===== config.mk =====
export PLATFORM = sky130hd
export DESIGN_NAME = utf8_to_utf16_transcoder
export DESIGN_NICKNAME = d
export VERILOG_FILES = /design/src/sv/u8u16_pkg.sv /design/src/sv/u8u16_decode.sv /design/src/sv/u8u16_res_queue.sv /design/src/sv/utf8_to_utf16_transcoder.sv
export SDC_FILE = /design/constraint.sdc
export NUM_CORES = 1
export LEC_CHECK = 0
export BUFFER_PORTS_ARGS = -buffer_cell sky130_fd_sc_hd__buf_2
export CORE_UTILIZATION = 42
export CTS_BUF_LIST = sky130_fd_sc_hd__clkbuf_8 sky130_fd_sc_hd__clkbuf_16
export DETAILED_ROUTE_END_ITERATION = 8
export GPL_ROUTABILITY_DRIVEN = 0
export HOLD_SLACK_MARGIN = 0.03
export PLACE_DENSITY_LB_ADDON = 0.08
export RECOVER_POWER = 100
export SYNTH_ARGS = -nofsm -noshare
export SYNTH_HDL_FRONTEND = slang
export SYNTH_SLANG_ARGS = --single-unit

===== constraint.sdc =====
create_clock -name clk_i -period 3.3 [get_ports clk_i]
set_clock_uncertainty 0.2 [all_clocks]
set_input_delay 0.66 -clock clk_i [delete_from_list [all_inputs] [get_ports clk_i]]
set_output_delay 0.66 -clock clk_i [all_outputs]
set_load 0.05 [all_outputs]

===== src/sv/u8u16_pkg.sv =====
// Package for the UTF-8 to UTF-16 transcoder.
// Holds the transaction structs, the decoder-to-queue struct and code point limits.
// No dependencies.
`default_nettype none

package u8u16_pkg;

  // Input transaction: one UTF-8 byte and its end-of-string mark
  typedef struct packed {
    logic [7:0] in_byte;
    logic       end_of_string;
  } in_item_t;

  // Output transaction: one UTF-16 code unit or an error mark
  typedef struct packed {
    logic [15:0] code_unit;
    logic        is_error;
    logic        last_of_string;
  } out_item_t;

  // Result queue geometry (depth must be a power of two, at least two)
  localparam int unsigned RES_DEPTH = 4;
  localparam int unsigned RES_PTR_W = $clog2(RES_DEPTH);
  localparam int unsigned RES_CNT_W = $clog2(RES_DEPTH + 1);

  // Results handed from the decoder to the queue for one taken byte
  typedef struct packed {
    logic [1:0] num;
    out_item_t  r0;
    out_item_t  r1;
  } dec_res_t;

  // Sequence lengths
  localparam logic [2:0] SEQ_IDLE = 3'd0;
  localparam logic [2:0] SEQ_LEN2 = 3'd2;
  localparam logic [2:0] SEQ_LEN3 = 3'd3;
  localparam logic [2:0] SEQ_LEN4 = 3'd4;

  // Code point limits
  localparam logic [20:0] CP_MIN_LEN2  = 21'h000080;
  localparam logic [20:0] CP_MIN_LEN3  = 21'h000800;
  localparam logic [20:0] CP_MIN_LEN4  = 21'h010000;
  localparam logic [20:0] CP_SUR_FIRST = 21'h00D800;
  localparam logic [20:0] CP_SUR_LAST  = 21'h00DFFF;
  localparam logic [20:0] CP_MAX       = 21'h10FFFF;
  localparam logic [20:0] CP_BMP_MAX   = 21'h00FFFF;

  // Surrogate unit bases
  localparam logic [15:0] SUR_HI_BASE = 16'hD800;
  localparam logic [15:0] SUR_LO_BASE = 16'hDC00;

endpackage

`default_nettype wire


===== src/sv/u8u16_decode.sv =====
// Sequence decoder: holds the partial code point state and checks each byte.
// Produces zero, one or two results per taken byte. Depends on u8u16_pkg.
`default_nettype none

module u8u16_decode (
  input  wire logic                clk_i,
  input  wire logic                rst_ni,
  input  wire logic                take_i,
  input  wire u8u16_pkg::in_item_t item_i,
  output u8u16_pkg::dec_res_t      res_o
);
  import u8u16_pkg::*;

  logic [20:0] point_q, point_d;
  logic [1:0]  pend_q, pend_d;
  logic [2:0]  len_q, len_d;
  logic        disc_q, disc_d;

  logic [7:0]  b;
  logic        eos;
  logic [20:0] cp;
  logic [20:0] least;
  logic [1:0]  pend_dec;
  logic        cont_ok;
  logic        cp_bad;
  logic [20:0] cp_off;
  logic        fail;
  dec_res_t    res;

  assign b        = item_i.in_byte;
  assign eos      = item_i.end_of_string;
  assign cp       = {point_q[14:0], b[5:0]};
  assign pend_dec = pend_q - 2'd1;
  assign cont_ok  = (b[7:6] == 2'b10);
  assign cp_off   = cp - CP_MIN_LEN4;

  // Pick the smallest legal value for the sequence length
  always_comb begin
    case (len_q)
      SEQ_LEN2: least = CP_MIN_LEN2;
      SEQ_LEN3: least = CP_MIN_LEN3;
      default:  least = CP_MIN_LEN4;
    endcase
  end

  assign cp_bad = (cp < least) || (cp inside {[CP_SUR_FIRST:CP_SUR_LAST]}) || (cp > CP_MAX);

  // Decode one byte against the current sequence state
  always_comb begin
    point_d = point_q;
    pend_d  = pend_q;
    len_d   = len_q;
    disc_d  = disc_q;
    fail    = 1'b0;
    res     = '0;
    if (disc_q) begin
      // Swallow until the end of the string
      if (eos) begin
        disc_d  = 1'b0;
        point_d = '0;
        pend_d  = '0;
        len_d   = SEQ_IDLE;
      end
    end else if (pend_q == 2'd0) begin
      if (!b[7]) begin
        point_d = '0;
        pend_d  = '0;
        len_d   = SEQ_IDLE;
        res.num = 2'd1;
        res.r0  = '{code_unit: {8'h00, b}, is_error: 1'b0, last_of_string: eos};
      end else if (b[7:5] == 3'b110) begin
        point_d = {16'h0, b[4:0]};
        len_d   = SEQ_LEN2;
        pend_d  = 2'd1;
        fail    = eos;
      end else if (b[7:4] == 4'b1110) begin
        point_d = {17'h0, b[3:0]};
        len_d   = SEQ_LEN3;
        pend_d  = 2'd2;
        fail    = eos;
      end else if (b[7:3] == 5'b11110) begin
        point_d = {18'h0, b[2:0]};
        len_d   = SEQ_LEN4;
        pend_d  = 2'd3;
        fail    = eos;
      end else begin
        fail = 1'b1;
      end
    end else if (!cont_ok) begin
      fail = 1'b1;
    end else if (pend_dec != 2'd0) begin
      // Middle byte of a longer sequence
      point_d = cp;
      pend_d  = pend_dec;
      fail    = eos;
    end else if (cp_bad) begin
      fail = 1'b1;
    end else begin
      // Sequence complete: emit one unit or a surrogate pair
      point_d = '0;
      pend_d  = '0;
      len_d   = SEQ_IDLE;
      if (cp <= CP_BMP_MAX) begin
        res.num = 2'd1;
        res.r0  = '{code_unit: cp[15:0], is_error: 1'b0, last_of_string: eos};
      end else begin
        res.num = 2'd2;
        res.r0  = '{code_unit: SUR_HI_BASE + {6'h0, cp_off[19:10]},
                    is_error: 1'b0, last_of_string: 1'b0};
        res.r1  = '{code_unit: SUR_LO_BASE + {6'h0, cp_off[9:0]},
                    is_error: 1'b0, last_of_string: eos};
      end
    end
    // Report the first error and drop the sequence
    if (fail) begin
      point_d = '0;
      pend_d  = '0;
      len_d   = SEQ_IDLE;
      disc_d  = ~eos;
      res     = '0;
      res.num = 2'd1;
      res.r0  = '{code_unit: 16'h0000, is_error: 1'b1, last_of_string: 1'b1};
    end
  end

  // Hand results out only for a taken byte
  always_comb begin
    res_o = res;
    if (!take_i) begin
      res_o.num = 2'd0;
    end
  end

  // Advance sequence state on each taken byte
  always_ff @(posedge clk_i or negedge rst_ni) begin
    if (!rst_ni) begin
      point_q <= '0;
      pend_q  <= '0;
      len_q   <= SEQ_IDLE;
      disc_q  <= 1'b0;
    end else if (take_i) begin
      point_q <= point_d;
      pend_q  <= pend_d;
      len_q   <= len_d;
      disc_q  <= disc_d;
    end
  end

  // An error result is the only and final result of its byte
  a_err_alone: assert property (@(posedge clk_i) disable iff (!rst_ni)
    (res_o.num != 2'd0 && res_o.r0.is_error) |-> (res_o.num == 2'd1 && res_o.r0.last_of_string))
    else $error("error result not alone or not last");

  // A pair always carries a high then a low surrogate
  a_pair_sur: assert property (@(posedge clk_i) disable iff (!rst_ni)
    (res_o.num == 2'd2) |->
      (res_o.r0.code_unit[15:10] == 6'b110110 && res_o.r1.code_unit[15:10] == 6'b110111))
    else $error("surrogate pair malformed");

  // No sequence is held while swallowing
  a_disc_idle: assert property (@(posedge clk_i) disable iff (!rst_ni)
    disc_q |-> (pend_q == 2'd0 && len_q == SEQ_IDLE))
    else $error("sequence pending while discarding");

  // Nothing comes out while swallowing
  a_disc_quiet: assert property (@(posedge clk_i) disable iff (!rst_ni)
    disc_q |-> (res_o.num == 2'd0))
    else $error("result while discarding");

endmodule

`default_nettype wire


===== src/sv/u8u16_res_queue.sv =====
// Result queue: small flop-based buffer that takes up to two results per cycle.
// Drives the output channel from registers. Depends on u8u16_pkg.
`default_nettype none

module u8u16_res_queue (
  input  wire logic                 clk_i,
  input  wire logic                 rst_ni,
  input  wire u8u16_pkg::dec_res_t  push_i,
  output logic                      space_o,
  output logic                      out_valid_o,
  input  wire logic                 out_ready_i,
  output u8u16_pkg::out_item_t      out_item_o
);
  import u8u16_pkg::*;

  out_item_t               mem_q [RES_DEPTH];
  logic [RES_PTR_W-1:0]    wr_q, wr_d;
  logic [RES_PTR_W-1:0]    rd_q, rd_d;
  logic [RES_CNT_W-1:0]    cnt_q, cnt_d;
  logic [RES_PTR_W-1:0]    wr_nxt;
  logic                    pop;

  assign pop         = out_valid_o & out_ready_i;
  assign out_valid_o = (cnt_q != '0);
  assign out_item_o  = mem_q[rd_q];
  assign space_o     = (cnt_q <= RES_CNT_W'(RES_DEPTH - 2));
  assign wr_nxt      = wr_q + RES_PTR_W'(1);

  // Advance pointers and fill count
  always_comb begin
    wr_d  = wr_q + RES_PTR_W'(push_i.num);
    rd_d  = rd_q + RES_PTR_W'(pop);
    cnt_d = cnt_q + RES_CNT_W'(push_i.num) - RES_CNT_W'(pop);
  end

  always_ff @(posedge clk_i or negedge rst_ni) begin
    if (!rst_ni) begin
      wr_q  <= '0;
      rd_q  <= '0;
      cnt_q <= '0;
    end else begin
      wr_q  <= wr_d;
      rd_q  <= rd_d;
      cnt_q <= cnt_d;
    end
  end

  // Store incoming results
  always_ff @(posedge clk_i) begin
    if (push_i.num != 2'd0) begin
      mem_q[wr_q] <= push_i.r0;
    end
    if (push_i.num == 2'd2) begin
      mem_q[wr_nxt] <= push_i.r1;
    end
  end

  // Pushes only arrive with room for a pair
  a_no_ovf: assert property (@(posedge clk_i) disable iff (!rst_ni)
    (push_i.num != 2'd0) |-> (cnt_q <= RES_CNT_W'(RES_DEPTH - 2)))
    else $error("result queue overflow");

  // Fill count never exceeds the depth
  a_cnt_rng: assert property (@(posedge clk_i) disable iff (!rst_ni)
    cnt_q <= RES_CNT_W'(RES_DEPTH))
    else $error("result count out of range");

  // Pointer distance matches the fill count
  a_ptr_cnt: assert property (@(posedge clk_i) disable iff (!rst_ni)
    (wr_q - rd_q) == cnt_q[RES_PTR_W-1:0])
    else $error("pointers disagree with count");

endmodule

`default_nettype wire


===== src/sv/utf8_to_utf16_transcoder.sv =====
// Strict UTF-8 to UTF-16 transcoder, one byte per transaction.
// Path: an accepted byte waits in the input register until the queue has room for a
// pair, is decoded, and its results are offered from the result queue's registers.
// Throughput: one byte per cycle while the consumer keeps up; a four-byte sequence
// yields a surrogate pair through a four-entry result queue, and input stalls while
// the queue holds more than two results.
// Reset (rst_ni low, asynchronous) clears the sequence state and empties the queue.
// Depends on u8u16_pkg, u8u16_decode and u8u16_res_queue.
`default_nettype none

module utf8_to_utf16_transcoder (
  input  wire logic                 clk_i,
  input  wire logic                 rst_ni,
  input  wire logic                 in_valid_i,
  output logic                      in_ready_o,
  input  wire u8u16_pkg::in_item_t  in_item_i,
  output logic                      out_valid_o,
  input  wire logic                 out_ready_i,
  output u8u16_pkg::out_item_t      out_item_o
);
  import u8u16_pkg::*;

  logic     in_vld_q;
  in_item_t in_item_q;
  logic     space;
  logic     drain;
  dec_res_t dec_res;

  // Drain the input register once the queue has room for a pair
  assign drain      = in_vld_q & space;
  assign in_ready_o = ~in_vld_q | drain;

  always_ff @(posedge clk_i or negedge rst_ni) begin
    if (!rst_ni) begin
      in_vld_q <= 1'b0;
    end else if (in_ready_o) begin
      in_vld_q <= in_valid_i;
    end
  end

  // Hold the byte until it is decoded
  always_ff @(posedge clk_i) begin
    if (in_ready_o && in_valid_i) begin
      in_item_q <= in_item_i;
    end
  end

  u8u16_decode u_decode (
    .clk_i  (clk_i),
    .rst_ni (rst_ni),
    .take_i (drain),
    .item_i (in_item_q),
    .res_o  (dec_res)
  );

  u8u16_res_queue u_queue (
    .clk_i       (clk_i),
    .rst_ni      (rst_ni),
    .push_i      (dec_res),
    .space_o     (space),
    .out_valid_o (out_valid_o),
    .out_ready_i (out_ready_i),
    .out_item_o  (out_item_o)
  );

  // A held byte is decoded whenever the queue has room
  a_drain: assert property (@(posedge clk_i) disable iff (!rst_ni)
    (in_vld_q && space) |-> (dec_res.num != 2'd0 || !in_ready_o == 1'b0))
    else $error("held byte not drained");

  // Results only appear for a decoded byte
  a_push_src: assert property (@(posedge clk_i) disable iff (!rst_ni)
    (dec_res.num != 2'd0) |-> drain)
    else $error("result without a byte");

  // A pending byte with no room blocks new input
  a_block: assert property (@(posedge clk_i) disable iff (!rst_ni)
    (in_vld_q && !space) |-> !in_ready_o)
    else $error("input taken while stalled");

endmodule

`default_nettype wire


==> summary.md, run 1 <==
| Metric | Value |
|---|---|
| Syn_nets | 501 |
| Post-synthesis sequential element count | 110 |
| Max Cap Violations | 1 |
| Maximum fanout encountered on the critical timing path | 3 |
| Initial Utilization | 0.431 |
| DRC viols | 0 |
| Layout area overhead | 19.7% |
| Most common library cells after synthesis | sky130_fd_sc_hd__edfxtp_1, sky130_fd_sc_hd__nand2_1, sky130_fd_sc_hd__a22o_1 |
| Final worst-path cycle share | 0.961 |
| Cell area power density | 855 nW/µm² |
| Routed wire per std cell | 20.8 µm |
| First-pass GRT wire length | 24.2 mm |
| Count of endpoints failing setup in the final report | 0 |
| Fraction of final layout cells sized beyond drive strength 1 | 0.275 |
| Async SR Flop Fraction | 0.264 |
| Run status | finished, violations left |
| Rel. slew slack | -0.0770 |
| Worst Tran Pin Value | 1.62 ns |
| Number of endpoints with negative hold slack in the final report | 0 |
| Highest achievable clock rate | 315 MHz |
| Count of different cell masters after synthesis | 67 |
| Remaining Overflow, GRT | 0 |
| Hold WS | 0.266 ns |
| Total die area | 14100 µm² |
| Most frequent cell after synthesis | sky130_fd_sc_hd__edfxtp_1 |
| Kind of end point of the critical path | flop |
| Type of origin of the critical path | flop |
| Violated checks | max-capacitance violations, max-slew violations |
| Clock Sink Count | 110 |
| H-tree lvl count | 3 |
| Yosys warnings | 0 |
| Inserted Clock Buffers | 9 |
| Pin count of the biggest net entering global routing | 30 |
| Standby leakage power | 0.00260 µW |
| Clk Tree Root Cell | sky130_fd_sc_hd__clkbuf_16 |
| Final HPWL DP | 11.3 mm |
| Inserted Diodes | 0 |
| Post-route ant nets | 0 |
| Die width | 119 µm |
| CTS tree | built |
| Minimum period implied by the final worst setup slack | 3.17 ns |
| Final count of pins violating max slew | 30 |
| Area contributors post-synth | sky130_fd_sc_hd__edfxtp_1, sky130_fd_sc_hd__dfrtp_1, sky130_fd_sc_hd__mux4_2 |
| Synth Instances | 476 |
| Total iterations of the first detailed-routing run | 5 |
| Path type of the worst min-delay path | flop to flop |
| Iter 0 DRT Violations | 367 |
| Maximum vdd drop | 0.512 mV |
| Initial antenna violation count | 0 |
| Top-area cell type share of the netlist area | 0.383 |
| Floorplan Core Area | 13300 µm² |
| Via/cell ratio | 5.81 |
| Endpoint arrival time on the critical path | 3.21 ns |
| Reg clk slew, reported paths | 0.07 ns |
| Vias in the first global route | 4204 |
| Clock buffer depth | 2 |
| Vias | 4283 |
| Count of standard-cell rows | 42 |
| Path type of the worst setup path | flop to flop |
| Cell Area, Placed | 6540 µm² |
| Fillers | 1163 |
| Netlist area before placement | 5730 µm² |
| Post-layout nets | 581 |
| Share of synthesized area occupied by flip-flops and latches | 0.537 |
| Total global routing track utilization | 0.230 |
| Number of synthesized flops with an enable pin | 73 |
| DRT Wirelength | 15.3 mm |
| Number of I/O port buffers | 32 |
| Required time worst endpoint | 3.34 ns |
| Dominant register cell in the synthesized netlist | sky130_fd_sc_hd__edfxtp_1 |
| Avg Synthesized Cell Area | 12.0 µm² |
| Cell type with the largest total area after synthesis | sky130_fd_sc_hd__edfxtp_1 |
| Die extent in y | 119 µm |
| Post-layout instance area | 6860 µm² |
| RSZ-0062 raised after global routing | true |
| Ports | 33 |
| Insertion delay of the later-clocked pin in the worst-skew pair | 0.35 ns |
-- critical path, stage by stage, from the launching register on --
cell	delay (ns)
sky130_fd_sc_hd__dfrtp_1	0.42
sky130_fd_sc_hd__nand3_1	0.13
sky130_fd_sc_hd__nor4_2	0.26
sky130_fd_sc_hd__buf_4	0.16
sky130_fd_sc_hd__nand3_1	0.14
sky130_fd_sc_hd__mux2_2	0.35
sky130_fd_sc_hd__or2_1	0.30
sky130_fd_sc_hd__nor2_4	0.11
sky130_fd_sc_hd__nand2_1	0.10
sky130_fd_sc_hd__ha_1	0.29
sky130_fd_sc_hd__inv_1	0.05
sky130_fd_sc_hd__fa_1	0.42
sky130_fd_sc_hd__xnor2_1	0.14
-- routing by layer --
| metal | GRT usage | up-vias | part of all wire |
|---|---|---|---|
| li1 | - | 1993 | - |
| met5 | 0 | - | 0 |
| met4 | 0.0910 | 0 | 0.017 |
| met1 | 0.330 | 2133 | 0.47 |
| met3 | 0.0275 | 18 | 0.043 |
| met2 | 0.355 | 139 | 0.47 |
-- logic make-up (layout without fill, tap and decap cells) --
group,count (synthesis),in the layout,share of synthesized area
buffers and inverters,45,130,0.0325
muxes,21,21,0.0764
AOI/OAI and AO/OA,128,128,0.183
and+or+nand+nor,154,154,0.134
adders and majority gates,12,12,0.0275
DFF,110,110,0.537
xor gates and xnor gates,6,6,0.00917
-- worst paths after layout --
| path | slack [ns] | startpoint | cells after the start | to |
|---|---|---|---|---|
| hold reg to reg | 0.27 | u_queue.mem_q[2][15] | 1 | u_queue.mem_q[2][15] |
| setup / recovery | 0.13 | u_decode.point_q[1] | 12 | u_queue.cnt_q[2] |
| max in group asynchronous | 1.46 | rst_ni | 1 | u_queue.rd_q[1] |
| setup reg to reg | 0.13 | u_decode.point_q[1] | 12 | u_queue.cnt_q[2] |
| hold / removal | 0.27 | u_queue.mem_q[2][15] | 1 | u_queue.mem_q[2][15] |
| min in group asynchronous | 0.50 | rst_ni | 1 | u_decode.pend_q[1] |
-- where the power goes --
| part | internal, µW | switching, µW |
|---|---|---|
| clock | 508 | 489 |
| sequential | 1780 | 169 |
| combinational | 1010 | 1900 |
-- what timing repair did --
item                                    CTS  global route
buffers inserted                          0             1
endpoints found under the setup margin    0            87
gates resized for setup                   0            10
hold buffers                              0             0
-- state kept, by name (all words and copies together) (netlist names) --
name	flops
in_vld_q	1
u_decode.point_q	15
in_item_q	9
u_decode.len_q	3
u_queue.cnt_q	3
u_queue.rd_q	2
u_queue.wr_q	2
u_queue.mem_q	72
u_decode.pend_q	2
u_decode.disc_q	1
-- cell usage in the layout (no fill, tap or decap), types with 5 or more instances in the layout --
cell | netlist | final
sky130_fd_sc_hd__o22ai_1 | 5 | 5
sky130_fd_sc_hd__nor2_1 | 37 | 36
sky130_fd_sc_hd__a22oi_1 | 6 | 6
sky130_fd_sc_hd__buf_4 | 0 | 56
sky130_fd_sc_hd__dfxtp_1 | 8 | 8
sky130_fd_sc_hd__nand3_1 | 13 | 13
sky130_fd_sc_hd__nand2b_1 | 6 | 6
sky130_fd_sc_hd__nand2_1 | 53 | 53
sky130_fd_sc_hd__a32o_1 | 5 | 5
sky130_fd_sc_hd__ha_1 | 11 | 11
sky130_fd_sc_hd__a22o_1 | 38 | 38
sky130_fd_sc_hd__o21ai_0 | 24 | 24
sky130_fd_sc_hd__mux4_2 | 18 | 18
sky130_fd_sc_hd__clkbuf_1 | 15 | 5
sky130_fd_sc_hd__nor3_1 | 6 | 6
sky130_fd_sc_hd__inv_1 | 18 | 18
sky130_fd_sc_hd__dfrtp_1 | 29 | 29
sky130_fd_sc_hd__clkbuf_16 | 0 | 9
sky130_fd_sc_hd__clkbuf_2 | 2 | 17
sky130_fd_sc_hd__edfxtp_1 | 73 | 73
sky130_fd_sc_hd__buf_12 | 0 | 5
sky130_fd_sc_hd__buf_2 | 6 | 12
sky130_fd_sc_hd__a21oi_1 | 10 | 10
sky130_fd_sc_hd__o2bb2ai_1 | 7 | 7
-- per-stage QoR --
step	setup TNS [ns]	util	total power [µW]	cells	setup slack, ns
final	0	0.516	5860	737	0.128
after global placement	0	0.492	4820	720	0.0703
after global routing	-0.0562	0.516	6160	737	-0.0417
after floorplan	-0.0165	-	3910	476	-0.0165
after detailed placement	0	0.492	4870	720	0.0672
after CTS	0	0.512	5860	736	0.0392
-- area by class of cell --
cell class	instances	area, µm²	share of cell area
clock buffer	9	225	0.0329
clock inverter	7	45.0	0.00657
inverter	18	78.8	0.0115
multi-input combinational	321	2510	0.366
sequential	110	3080	0.449
tap	176	220	0.0321
timing repair buffer	96	696	0.101
Power figures use the tool's default switching activity.
==> inputs of run 2 (changes only) <==
--- a/config.mk
+++ b/config.mk
@@ -12,5 +12,5 @@
 export GPL_ROUTABILITY_DRIVEN = 0
 export HOLD_SLACK_MARGIN = 0.03
-export PLACE_DENSITY_LB_ADDON = 0.08
+export PLACE_DENSITY = 0.58
 export RECOVER_POWER = 100
 export SYNTH_ARGS = -nofsm -noshare
==> constraint.sdc (replaced) <==
create_clock -name clk_i -period 3.3 [get_ports clk_i]
set_clock_uncertainty 0.2 [all_clocks]
set_input_delay 0.495 -clock clk_i [delete_from_list [all_inputs] [get_ports clk_i]]
set_output_delay 0.495 -clock clk_i [all_outputs]
set_load 0.05 [all_outputs]
==> run 2 against run 1 <==
Net effect:
- register-to-register slack barely moved
- routed wire length fell by 2.5%
- largest power group unchanged
- the run still ends with max-capacitance violations, max-slew violations left
- setup slack improved by 0.012 ns
==> summary.md, run 2 (synthesized netlist as in run 1, its figures left out) <==
| Metric | Value |
|---|---|
| Remaining Overflow, GRT | 0 |
| Multi-input combinational cell area | 2480 µm² |
| Fraction of power consumed by sequential logic | 0.334 |
| Post-Layout Cell Count | 743 |
| Most frequent cells in the layout | sky130_fd_sc_hd__edfxtp_1, sky130_fd_sc_hd__nand2_1, sky130_fd_sc_hd__buf_4, sky130_fd_sc_hd__a22o_1, sky130_fd_sc_hd__nor2_1 |
| Clk pwr share | 0.176 |
| Worst Tran Pin Value | 1.59 ns |
| Die extent in y | 119 µm |
| Setup WS post-layout | 0.140 ns |
| Run status | finished, violations left |
| Initial antenna violation count | 0 |
| Register area | 3080 µm² |
| Pin count of the biggest net entering global routing | 30 |
| Final worst-path cycle share | 0.958 |
| Post-layout nets | 587 |
| Floorplan Core Area | 13300 µm² |
| Family with the most delay on the worst path | compound AO/OA/AOI/OAI gates |
| Rel. slew slack | -0.0610 |
| Fraction of final layout cells sized beyond drive strength 1 | 0.256 |
| Number of I/O port buffers | 32 |
| Total global routing track utilization | 0.224 |
| Switching share of power | 0.438 |
| Total chip power | 5810 µW |
| Pre-CTS WS | -0.0341 ns |
| Max reg flops | 72 |
| Layout area overhead | 18.9% |
| Count of endpoints failing setup in the final report | 0 |
| Inserted Clock Buffers | 9 |
| Ports | 33 |
| Endpoint arrival time on the critical path | 3.03 ns |
| H-tree lvl count | 3 |
| Reg clk slew, reported paths | 0.07 ns |
| Standby leakage power | 0.00257 µW |
| Initial Utilization | 0.431 |
| Total iterations of the first detailed-routing run | 5 |
| Minimum period implied by the final worst setup slack | 3.16 ns |
| Max Cap Violations | 1 |
| First-pass GRT wire length | 23.5 mm |
| Via/cell ratio | 5.78 |
| Net switching power of the design | 2550 µW |
| Final HPWL DP | 11.0 mm |
| Combinational power share | 0.490 |
| Internal power | 3260 µW |
| DRC viols | 0 |
| Vias | 4292 |
| Ordered cell list for the critical path | nor2b_4 -> nand2_1 -> ha_1 -> nand2_1 -> o211ai_1 -> clkbuf_4 -> o2111ai_2 -> or2_4 -> buf_4 -> a311oi_2 -> nor2_4 -> clkinvlp_4 -> buf_4 |
| CTS tree | built |
| Maximum vdd drop | 0.488 mV |
| Total buffers and inverters traversed by the critical path | 4 |
| Routed wire per std cell | 20.1 µm |
| Inserted Diodes | 0 |
| Largest Register | u_queue.mem_q |
| Final count of pins violating max slew | 30 |
| Required time worst endpoint | 3.17 ns |
| Maximum fanout encountered on the critical timing path | 6 |
| Hold WS | 0.106 ns |
| Number of endpoints with negative hold slack in the final report | 0 |
| Highest achievable clock rate | 316 MHz |
| Path type of the worst setup path | flop to flop |
| Die width | 119 µm |
| Violated checks | max-capacitance violations, max-slew violations |
| Clock Sink Count | 110 |
| Kind of end point of the critical path | flop |
| DRT Wirelength | 14.9 mm |
| Cell area power density | 852 nW/µm² |
| Post-route ant nets | 0 |
| Clk Tree Root Cell | sky130_fd_sc_hd__clkbuf_16 |
| Iter 0 DRT Violations | 327 |
| Total die area | 14100 µm² |
| Max incr delay on CP | 0.41 ns |
| Path type of the worst min-delay path | input pin to flop |
| Type of origin of the critical path | flop |
| Insertion delay of the later-clocked pin in the worst-skew pair | 0.36 ns |
| Setup total negative slack | 0 ns |
| Biggest registers after layout | u_queue.mem_q (72), u_decode.point_q (15), in_item_q (9) |
| Count of standard-cell rows | 42 |
| RSZ-0062 raised after global routing | false |
| Slowest stage cell on the critical path | sky130_fd_sc_hd__dfrtp_1 |
| Leading cell type in the layout, fill and taps excluded | sky130_fd_sc_hd__edfxtp_1 |
| Clock buffer depth | 2 |
| Vias in the first global route | 4215 |
| Placed Cells | 723 |
| Fillers | 1197 |
run 2: area by class of cell:
class | count | share of cell area
Timing Repair Buffer | 102 | 0.0997
Clock inverter | 7 | 0.00716
Sequential cell | 110 | 0.452
Multi-Input combinational cell | 321 | 0.364
Inverter | 18 | 0.0116
Clock buffer | 9 | 0.0331
Tap cell | 176 | 0.0323
run 2: what timing repair did:
action,4_1_cts,5_1_grt
resized for setup,4,5
setup buffers,0,3
pin swaps,0,4
gates cloned,0,0
hold endpoints to repair,29,0
hold buffers,1,0
setup endpoints to repair,19,114
run 2: worst paths after layout:
| check | endpoint | startpoint | cells after the start | slack, ns |
|---|---|---|---|---|
| max in group asynchronous | u_queue.wr_q[1] | rst_ni | 2 | 1.10 |
| setup reg to reg | u_queue.mem_q[3][14] | u_decode.len_q[2] | 13 | 0.14 |
| min in group asynchronous | u_decode.pend_q[0] | rst_ni | 2 | 0.87 |
| hold reg to reg | u_queue.mem_q[0][15] | u_queue.mem_q[0][15] | 1 | 0.27 |
| hold / removal | in_item_q[0] | in_item_i[0] | 1 | 0.11 |
| setup / recovery | u_queue.mem_q[3][14] | u_decode.len_q[2] | 13 | 0.14 |
run 2: power by group through the flow:
stage	sequential, µW	clock [µW]	combinational (µW)
2_1_floorplan	1900	0	2010
3_3_place_gp	1950	0	2860
3_5_place_dp	1960	0	2910
4_1_cts	1940	1040	2930
5_1_grt	1980	1080	3030
6_report	1940	1020	2850
run 2: metal layers:
layer	wire, µm	up-vias	GRT usage	share of wire
met4	478	0	0.103	0.032
met2	7000	111	0.354	0.47
li1	-	1995	-	-
met3	614	32	0.0367	0.041
met1	6840	2154	0.301	0.46
met5	0	-	0	0
run 2: through the flow:
stage,utilization,area [µm²]
after floorplan,-,5750
after global placement,0.494,6570
after CTS,0.516,6860
after detailed placement,0.494,6570
final,0.512,6810
after global routing,0.512,6810
==> inputs of run 3 (changes only) <==
Settings changed: SYNTH_HIERARCHICAL set to 1.
==> run 3 against run 2 <==
Net effect:
- the flow finishes with violations (max-capacitance violations, max-slew violations, negative setup slack)
- critical path depth down 3
- register-to-register slack worse by 0.23 ns
- sequential share of layout area down 4.0 points
- critical path type unchanged
- largest power group unchanged
- critical endpoint is now u_queue/mem_q[3][7]
- area after synthesis up 4.3%
- first-iteration DRC count down 4.3%
- routed wire length down 0.97%
==> summary.md, run 3 <==
| Metric | Value |
|---|---|
| Run status | finished, violations left |
| Net switching power of the design | 2340 µW |
| Remaining Overflow, GRT | 0 |
| Hold depth | 1 |
| Final HPWL DP | 8.96 mm |
| Fraction of power consumed by sequential logic | 0.343 |
| Max incr delay on CP | 0.57 ns |
| Post-layout instance area | 7660 µm² |
| Worst Tran Pin Value | 1.69 ns |
| Netlist area before placement | 5980 µm² |
| Pin count of the biggest net entering global routing | 30 |
| Yosys warnings | 6 |
| Rel. slew slack | -0.128 |
| Layout area overhead | 28.2% |
| Iter 0 DRT Violations | 313 |
| Most common library cells after synthesis | sky130_fd_sc_hd__edfxtp_1, sky130_fd_sc_hd__mux2_2, sky130_fd_sc_hd__dfrtp_1 |
| Count of endpoints failing setup in the final report | 74 |
| DRT Wirelength | 14.8 mm |
| Post-layout util | 0.552 |
| Inserted Clock Buffers | 9 |
| Hold WS | 0.109 ns |
| Worst flop-to-flop path endpoint | u_queue/mem_q[3][7] |
| Pre-CTS WS | -0.0722 ns |
| Startpoint of the worst setup timing path | u_decode/point_q[9] |
| Combinational power share | 0.482 |
| Insertion delay of the later-clocked pin in the worst-skew pair | 0.36 ns |
| Initial antenna violation count | 0 |
| Total iterations of the first detailed-routing run | 4 |
| Flop-to-flop setup slack | -0.1 ns |
| Top-area cell type share of the netlist area | 0.407 |
| Leading cell type in the layout, fill and taps excluded | sky130_fd_sc_hd__edfxtp_1 |
| Biggest registers after layout | u_queue/mem_q (72), u_decode/point_q (15), in_item_q (9) |
| RSZ-0062 raised after global routing | true |
| Inserted Diodes | 0 |
| Clock buffer depth | 2 |
| Number of cell instances on the worst register-to-register path | 10 |
| Reg-to-Reg Start | u_decode/point_q[9] |
| Die extent in y | 121 µm |
| Max reg flops | 72 |
| Internal power | 3570 µW |
| Max Cap Violations | 1 |
| Number of I/O port buffers | 32 |
| Post-route ant nets | 0 |
| Detail Route met2 WL | 7.34 mm |
| Post-Layout Cell Count | 696 |
| Total global routing track utilization | 0.201 |
| Placed Cells | 652 |
| Routed length on met3 | 614 µm |
| Share of synthesized area occupied by flip-flops and latches | 0.528 |
| Avg Synthesized Cell Area | 14.3 µm² |
| Standby leakage power | 0.00314 µW |
| Initial Utilization | 0.431 |
| Violated checks | max-capacitance violations, max-slew violations, negative setup slack |
| Post-synthesis sequential element count | 110 |
| Fraction of final layout cells sized beyond drive strength 1 | 0.459 |
| Hold-critical path endpoint | in_item_q[8] |
| Most frequent cell after synthesis | sky130_fd_sc_hd__edfxtp_1 |
| Register area | 3160 µm² |
| Post-layout nets | 533 |
| Routed met1 length | 6.50 mm |
| Routed wire per std cell | 21.2 µm |
| Cell type with the largest total area after synthesis | sky130_fd_sc_hd__edfxtp_1 |
| Endpoint arrival time on the critical path | 3.30 ns |
| DRC viols | 0 |
| Clk pwr share | 0.175 |
| Minimum period implied by the final worst setup slack | 3.40 ns |
| Total die area | 14700 µm² |
| Synth Instances | 418 |
| Required time worst endpoint | 3.21 ns |
| First-pass GRT wire length | 21.8 mm |
| Highest achievable clock rate | 295 MHz |
| Maximum fanout encountered on the critical timing path | 9 |
| Vias in the first global route | 3951 |
| Vias | 4019 |
| Final count of pins violating max slew | 30 |
| Cell area power density | 772 nW/µm² |
| Largest Register | u_queue/mem_q |
| Async SR Flop Fraction | 0.264 |
| Reg clk slew, reported paths | 0.07 ns |
| Clock Sink Count | 110 |
| Count of standard-cell rows | 43 |
| Highest routed layer | met4 |
| Via/cell ratio | 5.77 |
| Final worst-path cycle share | 1.03 |
| Ordered cell list for the critical path | or4_1 -> o21ai_2 -> nand4_1 -> and4_1 -> a32oi_2 -> a21oi_4 -> nor4bb_4 -> buf_6 -> buf_12 -> mux2_2 |
| Most frequent cells in the layout | sky130_fd_sc_hd__edfxtp_1, sky130_fd_sc_hd__mux2_4, sky130_fd_sc_hd__buf_4, sky130_fd_sc_hd__buf_2, sky130_fd_sc_hd__dfrtp_1 |
| Setup WS post-layout | -0.0952 ns |
| Die width | 121 µm |
| Number of synthesized flops with an enable pin | 81 |
| Area contributors post-synth | sky130_fd_sc_hd__edfxtp_1, sky130_fd_sc_hd__dfrtp_1, sky130_fd_sc_hd__mux2_2 |
| CTS tree | built |
| Type of origin of the critical path | flop |
| Ports | 33 |
| Slowest stage cell on the critical path | sky130_fd_sc_hd__or4_1 |
| Path type of the worst min-delay path | input pin to flop |
| Maximum vdd drop | 0.537 mV |
| Launch instance of the worst min-delay path | in_item_i[8] |
| Path type of the worst setup path | flop to flop |
| Cell Area, Placed | 6750 µm² |
| H-tree lvl count | 3 |
| Kind of end point of the critical path | flop |
| Multi-input combinational cell area | 2900 µm² |
| Dominant register cell in the synthesized netlist | sky130_fd_sc_hd__edfxtp_1 |
| Clk Tree Root Cell | sky130_fd_sc_hd__clkbuf_16 |
| Fillers | 1172 |
| Count of different cell masters after synthesis | 69 |
| Floorplan Core Area | 13900 µm² |
| Switching share of power | 0.396 |
| Number of endpoints with negative hold slack in the final report | 0 |
[run 3: changes by cell type after synthesis, moves of 7 or more]
cell / before / now
sky130_fd_sc_hd__mux2_2: 2 / 63
sky130_fd_sc_hd__nor2_1: 37 / 9
sky130_fd_sc_hd__a22o_1: 38 / 19
sky130_fd_sc_hd__clkbuf_1: 15 / 6
sky130_fd_sc_hd__nand2_1: 53 / 17
sky130_fd_sc_hd__dfxtp_1: 8 / 0
sky130_fd_sc_hd__o21ai_0: 24 / 3
sky130_fd_sc_hd__edfxtp_1: 73 / 81
sky130_fd_sc_hd__nand3_1: 13 / 6
sky130_fd_sc_hd__mux2_4: 0 / 10
sky130_fd_sc_hd__and3_1: 4 / 15
sky130_fd_sc_hd__buf_4: 0 / 10
[run 3: cell type report]
class,count,share of cell area
Clock buffer,10,0.0312
Clock inverter,6,0.00473
Inverter,13,0.00637
Multi-Input combinational cell,267,0.378
Sequential cell,110,0.412
Tap cell,180,0.0294
Timing Repair Buffer,110,0.138
[run 3: kinds of logic (layout without fill, tap and decap cells)]
| logic type | Yosys count | in the layout | share of synthesized area |
|---|---|---|---|
| flip-flops | 110 | 110 | 0.528 |
| buffers and inverters | 42 | 139 | 0.0391 |
| other | 1 | 2 | 0.000627 |
| AO/OA/AOI/OAI | 62 | 62 | 0.0831 |
| adder cells (fa/ha/maj) | 9 | 9 | 0.0201 |
| XOR/XNOR | 8 | 8 | 0.0117 |
| multiplexers | 93 | 93 | 0.215 |
| AND/OR/NAND/NOR | 93 | 93 | 0.102 |
[run 3: timing repair]
item | CTS | global route
cloned | 3 | 8
endpoints found under the hold margin | 29 | 0
buffers inserted | 6 | 12
hold buffers | 1 | 0
endpoints found under the setup margin | 37 | 145
gates resized for setup | 9 | 68
pin swaps | 3 | 10
[run 3: layer usage]
metal,up-vias,global-route usage
met5,-,0
met4,0,0.0802
met3,23,0.0244
met2,104,0.333
met1,2074,0.269
li1,1818,-
[run 3: power by group through the flow]
stage	registers, µW	logic (µW)	clock network [µW]
after global placement	2040	2700	0
final	2030	2850	1030
after floorplan	1990	2000	0
after CTS	2030	2780	1050
after detailed placement	2060	2730	0
after global routing	2060	3050	1110
[run 3: worst max path at each step]
stage	end	slack [ns]
5_1_grt	u_queue/mem_q[3][4]	-0.21
3_3_place_gp	u_queue/cnt_q[2]	0.006
2_1_floorplan	u_queue/mem_q[1][10]	-0.004
3_5_place_dp	u_queue/cnt_q[2]	-0.07
6_report	u_queue/mem_q[3][7]	-0.1
4_1_cts	u_queue/mem_q[1][15]	-0.06
[run 3: critical path, delay by kind of cell, from the launching register on]
family / cells / cell delay (ns)
simple gates: 4 / 1.30
compound gates: 3 / 0.57
flops: 1 / 0.41
mux: 1 / 0.34
buf+inv: 2 / 0.32
[run 3: through the flow]
stage / TNS [ns] / power (µW)
after floorplan: -0.0373 / 4000
after global routing: -18.92 / 6220
after CTS: -1.71 / 5860
after detailed placement: -1.02 / 4780
final: -3.34 / 5910
after global placement: 0 / 4740
